$ cat config.mk
export PLATFORM = sky130hd
export DESIGN_NAME = cnns_front
export DESIGN_NICKNAME = d
export VERILOG_FILES = /design/src/hdl/cnns_pkg.sv /design/src/hdl/cnns_front.sv
export SDC_FILE = /design/constraint.sdc
export NUM_CORES = 1
export LEC_CHECK = 0
export BUFFER_PORTS_ARGS = -buffer_cell sky130_fd_sc_hd__buf_2
export CAP_MARGIN = 20
export CORE_UTILIZATION = 25
export CTS_BUF_LIST = sky130_fd_sc_hd__clkbuf_2
export DETAILED_ROUTE_END_ITERATION = 7
export PLACE_DENSITY_LB_ADDON = 0.12
export SYNTH_ARGS = -nofsm -noshare
export SYNTH_HDL_FRONTEND = slang
export SYNTH_SLANG_ARGS = --single-unit
$ cat constraint.sdc
create_clock -name aclk -period 4.3 [get_ports aclk]
set_input_delay 0.86 -clock aclk [delete_from_list [all_inputs] [get_ports aclk]]
set_output_delay 0.86 -clock aclk [all_outputs]
set_load 0.02 [all_outputs]
$ cat src/hdl/cnns_pkg.sv
// ----------------------------------------------------------------------------
// cnns_pkg
// Shared types and constants of the cosine nearest-neighbor search block.
// ----------------------------------------------------------------------------
package cnns_pkg;

    localparam int KIND_W     = 2;
    localparam int ELEM_W     = 16;
    localparam int NORM_W     = 36;
    localparam int HALF_W     = NORM_W / 2;
    localparam int PROD_W     = 2 * NORM_W;
    localparam int ROOT_W     = NORM_W;
    localparam int SQRT_STEPS = ROOT_W;
    localparam int SCORE_W    = 16;
    localparam int INDEX_W    = 6;
    localparam int DIM_CFG_W  = 6;
    localparam int FRAC_BITS  = 15;
    localparam int QDEPTH     = 4;
    localparam int QPTR_W     = $clog2(QDEPTH);
    localparam int QCNT_W     = $clog2(QDEPTH + 1);

    localparam logic [DIM_CFG_W-1:0] DIM_RESET = DIM_CFG_W'(32);

    localparam logic [KIND_W-1:0] KIND_INSERT = 2'd0;
    localparam logic [KIND_W-1:0] KIND_QUERY  = 2'd1;
    localparam logic [KIND_W-1:0] KIND_CLEAR  = 2'd2;

    typedef enum logic [1:0] {
        OP_INSERT,
        OP_QUERY,
        OP_CLEAR,
        OP_NONE
    } op_t;

    typedef struct packed {
        op_t                      op;
        logic signed [ELEM_W-1:0] value;
    } item_t;

    typedef struct packed {
        logic [INDEX_W-1:0]        best_index;
        logic signed [SCORE_W-1:0] best_similarity;
        logic                      status;
        logic                      store_overflowed;
    } result_t;

    typedef enum logic [3:0] {
        ST_IDLE,
        ST_INS_ACC,
        ST_QRY_ACC,
        ST_DOT,
        ST_NPROD,
        ST_SQRT,
        ST_DIV,
        ST_SCORE,
        ST_OUT
    } state_t;

endpackage

$ cat src/hdl/cnns_front.sv
// ----------------------------------------------------------------------------
// cnns_front
// Accepts input transfers, decodes the kind and queues work for the back end.
// ----------------------------------------------------------------------------
module cnns_front (
    input  logic                                aclk,
    input  logic                                aresetn,
    input  logic                                s_tvalid,
    output logic                                s_tready,
    input  logic [cnns_pkg::KIND_W-1:0]         s_kind,
    input  logic signed [cnns_pkg::ELEM_W-1:0]  s_value,
    output logic                                q_valid,
    output cnns_pkg::item_t                     q_item,
    input  logic                                q_pop
);

    cnns_pkg::item_t                    queue_reg [cnns_pkg::QDEPTH];
    logic [cnns_pkg::QPTR_W-1:0]        wr_ptr_reg;
    logic [cnns_pkg::QPTR_W-1:0]        rd_ptr_reg;
    logic [cnns_pkg::QCNT_W-1:0]        count_reg;
    cnns_pkg::op_t                      op;
    logic                               push;
    logic                               pop;

    always_comb begin
        case (s_kind)
            cnns_pkg::KIND_INSERT: op = cnns_pkg::OP_INSERT;
            cnns_pkg::KIND_QUERY:  op = cnns_pkg::OP_QUERY;
            cnns_pkg::KIND_CLEAR:  op = cnns_pkg::OP_CLEAR;
            default:               op = cnns_pkg::OP_NONE;
        endcase
    end

    assign s_tready = count_reg != cnns_pkg::QCNT_W'(cnns_pkg::QDEPTH);
    assign push     = s_tvalid && s_tready && (op != cnns_pkg::OP_NONE);
    assign q_valid  = count_reg != '0;
    assign pop      = q_pop && q_valid;
    assign q_item   = queue_reg[rd_ptr_reg];

    always_ff @(posedge aclk) begin
        if (!aresetn) begin
            wr_ptr_reg <= '0;
            rd_ptr_reg <= '0;
            count_reg  <= '0;
        end else begin
            if (push) begin
                wr_ptr_reg <= wr_ptr_reg + 1'b1;
            end
            if (pop) begin
                rd_ptr_reg <= rd_ptr_reg + 1'b1;
            end
            if (push && !pop) begin
                count_reg <= count_reg + 1'b1;
            end else if (pop && !push) begin
                count_reg <= count_reg - 1'b1;
            end
        end
    end

    always_ff @(posedge aclk) begin
        if (push) begin
            queue_reg[wr_ptr_reg] <= '{op: op, value: s_value};
        end
    end

endmodule

==> summary.txt <==
Drt
  • Count of routing violations after the opening detailed-route iteration: 65
  • Drt first pass iters: 4
  • Via count of the routed design: 1480
  • Number of vias per cell: 4.066
  • DRC violation count after routing: 0
  • ANT nets after route: 0
  • Final wirelength: 5.701 mm
  • Routed WL per cell: 15.66 microns

Pwr
  • Power, Total: 0.001988 W
  • Switching component of the power: 0.0006042 W
  • Worst voltage drop across the vdd grid: 0.2511 mV
  • Leak pwr: 1.219 nW
  • Internal power summed over all cells: 0.001384 W
  • Fraction of power consumed by sequential logic: 50.0%
  • Portion of total power attributed to the clock network: 21.5%
  • Combinational power share: 28.4%
  • Net Sw Frac: 30.39%
  • Power density over cell area: 546.3 nW/um^2

Cells and area
  • Most common cell after layout, fill and taps aside: edfxtp_1
  • Utilization after layout: 30.18%
  • Nets: 220
  • Max reg flops: 72
  • Layout overhead on the synthesized area: 17.06%
  • Leading cell types in the layout, fill and taps excluded: edfxtp_1 (72), buf_2 (41), mux4_2 (18)
  • Diodes inserted: 0
  • Share of cells above drive strength 1: 40.31%

Global routing
  • Global route overflow: 0
  • Overall routing resource usage: 9.659%
  • Global-route wire length before repair: 8.763 mm
  • Vias in the first global route: 1632
  • Maximum number of pins on one net before global-route repair: 19
  • Antenna violations before repair: 0

Clock tree
  • Clk slew on worst S/H paths: 0.20 ns
  • Clock latency on the worst-skew pair: 0.50 ns
  • Post-CTS Hold Fix Bufs: 0
  • Depth of the CTS H-tree: 3
  • Post-CTS Resized: 0
  • Clock tree from TritonCTS: done
  • TritonCTS sink count: 81
  • Root Buffer: clkbuf_2
  • Post-CTS Setup Bufs: 0
  • Maximum root-to-sink buffer count: 2
  • Number of CTS-inserted buffers: 9

Timing
  • Final Hold Viols: 0
  • Portion of the clock cycle consumed by the worst path in the final layout: 69.11%
  • Maximum frequency from static timing analysis: 336.5 MHz
  • Transition time of the tightest slew-check pin: 1.035 ns
  • Final Max Slew Viols: 0
  • RSZ-0062 raised after global routing: no
  • Max-Slew Margin vs Limit: 31.01%
  • Largest clock skew in the final design: 0.02442 ns
  • Summed negative setup slack over all endpoints: 0 ns
  • Setup violators final: 0
  • Period minus WS final: 2.972 ns

Logic synthesis
  • Cell type contributing the most total cell area after synthesis: edfxtp_1
  • Synth warn: 0
  • Per-instance average area after synthesis: 21.44 sq um
  • Portion of synthesized cell area occupied by the leading cell type: 69.54%
  • Portion of the post-synthesis area used by sequential elements: 75.33%
  • Number of instances in the synthesized netlist: 145
  • Count of cell types in the netlist: 24
  • Cell Area, Synth: 3109 sq um
  • Cells taking the most area after synthesis: edfxtp_1 (70%), mux4_2 (13%), dfxtp_1 (5.8%), ha_1 (2.0%), and2_1 (1.6%)
  • Syn_nets: 173
  • #FFs+latches synth: 81

Placement
  • Routability-driven placement congestion ratio: 0.7314
  • Estimated wirelength of the detail-placed design: 3.691 mm
  • # port buffers: 41

Floorplan
  • Number of top-level design ports: 42
  • DIE WIDTH: 113.5 microns
  • Std-Cell Core Area: 12060 sq um
  • Standard-cell row count: 40
  • DIE AREA: 12890 sq um
  • Vertical die dimension: 113.5 microns
  • Initial core utilization: 25.78%

Run status
  • Run status: completed

Setup path
  • Data arrival, critical path: 2.11 ns
  • Crit-path max cell delay: 1.00 ns
  • Crit end category: output pin
  • Largest fanout of any net on the critical path: 18
  • Number of buffers and inverters on the critical path: 1
  • Cell family contributing the most delay on the critical path: flip-flops
  • Critical path, cell by cell: mux4_2 > buf_2
  • Path type of the worst setup path: reg -> out
  • CP Data Required Time: 3.44 ns
  • Cell with the largest stage delay on the worst path: dfxtp_1
  • Type of element launching the critical path: register

Flow run
  • Number of max-capacitance violations reported: 0

Worst hold path
  • Hold WC Path Type: reg -> reg
==> final timing paths <==
path / start / to / slack, ns / cells after the start
worst max-delay path: register / q_item[7] / 1.33 / 2
worst min-delay path: wr_ptr_reg[1]$_SDFFE_PN0P_ / wr_ptr_reg[1]$_SDFFE_PN0P_ / 0.54 / 2
worst max register to register: count_reg[1]$_SDFFE_PN0P_ / count_reg[2]$_SDFFE_PN0P_ / 1.85 / 8
worst min register to register: wr_ptr_reg[1]$_SDFFE_PN0P_ / wr_ptr_reg[1]$_SDFFE_PN0P_ / 0.54 / 2
==> final cells by class <==
| type | count | area [sq um] |
|---|---|---|
| fill | 1192 | 8422 |
| sequential | 81 | 2342 |
| multi-input combinational | 53 | 708.2 |
| timing repair buffer | 43 | 240.2 |
| tap | 168 | 210.2 |
| clock inverter | 4 | 68.82 |
| clock buffer | 11 | 55.05 |
| inverter | 4 | 15.01 |
==> Yosys cell counts <==
cell / count
clkbuf_2: 1
or3_2: 1
o311ai_1: 1
buf_6: 2
o31ai_2: 1
or3_1: 1
mux4_2: 18
and2_1: 8
nor2_2: 1
ha_1: 5
edfxtp_1: 72
inv_1: 4
xor2_1: 1
nand2_1: 5
mux2i_1: 3
a221oi_4: 1
buf_2: 1
a21boi_0: 1
dfxtp_1: 9
xnor2_1: 3
nor2b_1: 1
fa_1: 1
o21ai_0: 1
clkbuf_1: 3
==> routing by layer <==
layer  GRT usage [%]  vias up  wire length (microns)
li1                -      672                      -
met1           9.837      767                   2200
met2           17.48       32                   3089
met3           3.294        9                    320
met4           5.000        0                     92
met5               0        -                      0
==> power groups by stage <==
stage               Clock (W)  Sequential, W  Combinational (W)
floorplan                   0       0.000989           0.000433
global placement            0        0.00101           0.000559
detailed placement          0        0.00102           0.000573
CTS                  0.000445       0.000998           0.000576
global route         0.000472        0.00101           0.000612
finish               0.000428       0.000995           0.000566
==> logic make-up (layout without fill, tap and decap cells) <==
| group | count (synthesis) | after routing | share of synthesized area (%) |
|---|---|---|---|
| flops | 81 | 81 | 75.33 |
| mux | 21 | 21 | 14.00 |
| simple gates | 17 | 17 | 3.059 |
| buf+inv | 11 | 62 | 1.891 |
| fa+ha+maj | 6 | 6 | 2.656 |
| compound gates | 5 | 5 | 1.932 |
| xor+xnor | 4 | 4 | 1.127 |
==> worst reg2reg max path, delay by kind of cell, from the launching register on <==
kind	cells	cell delay, ns
xor+xnor	1	0.16
flops	1	0.52
fa+ha+maj	2	0.65
simple gates	2	0.41
compound gates	2	0.59
buf+inv	1	0.06
==> metrics by stage <==
stage / hold slack [ns] / setup slack (ns) / std cells / instance area, sq um
3_5_place_dp: 0.5184 / 1.432 / 348 / 3488
3_3_place_gp: 0.4796 / 1.535 / 348 / 3488
4_1_cts: 0.4966 / 1.193 / 363 / 3612
5_1_grt: 0.4844 / 1.165 / 364 / 3640
6_report: 0.5410 / 1.328 / 364 / 3640
2_1_floorplan: 0.4677 / 1.783 / 145 / 3109
Note: power is estimated with default switching activity, not from simulation.
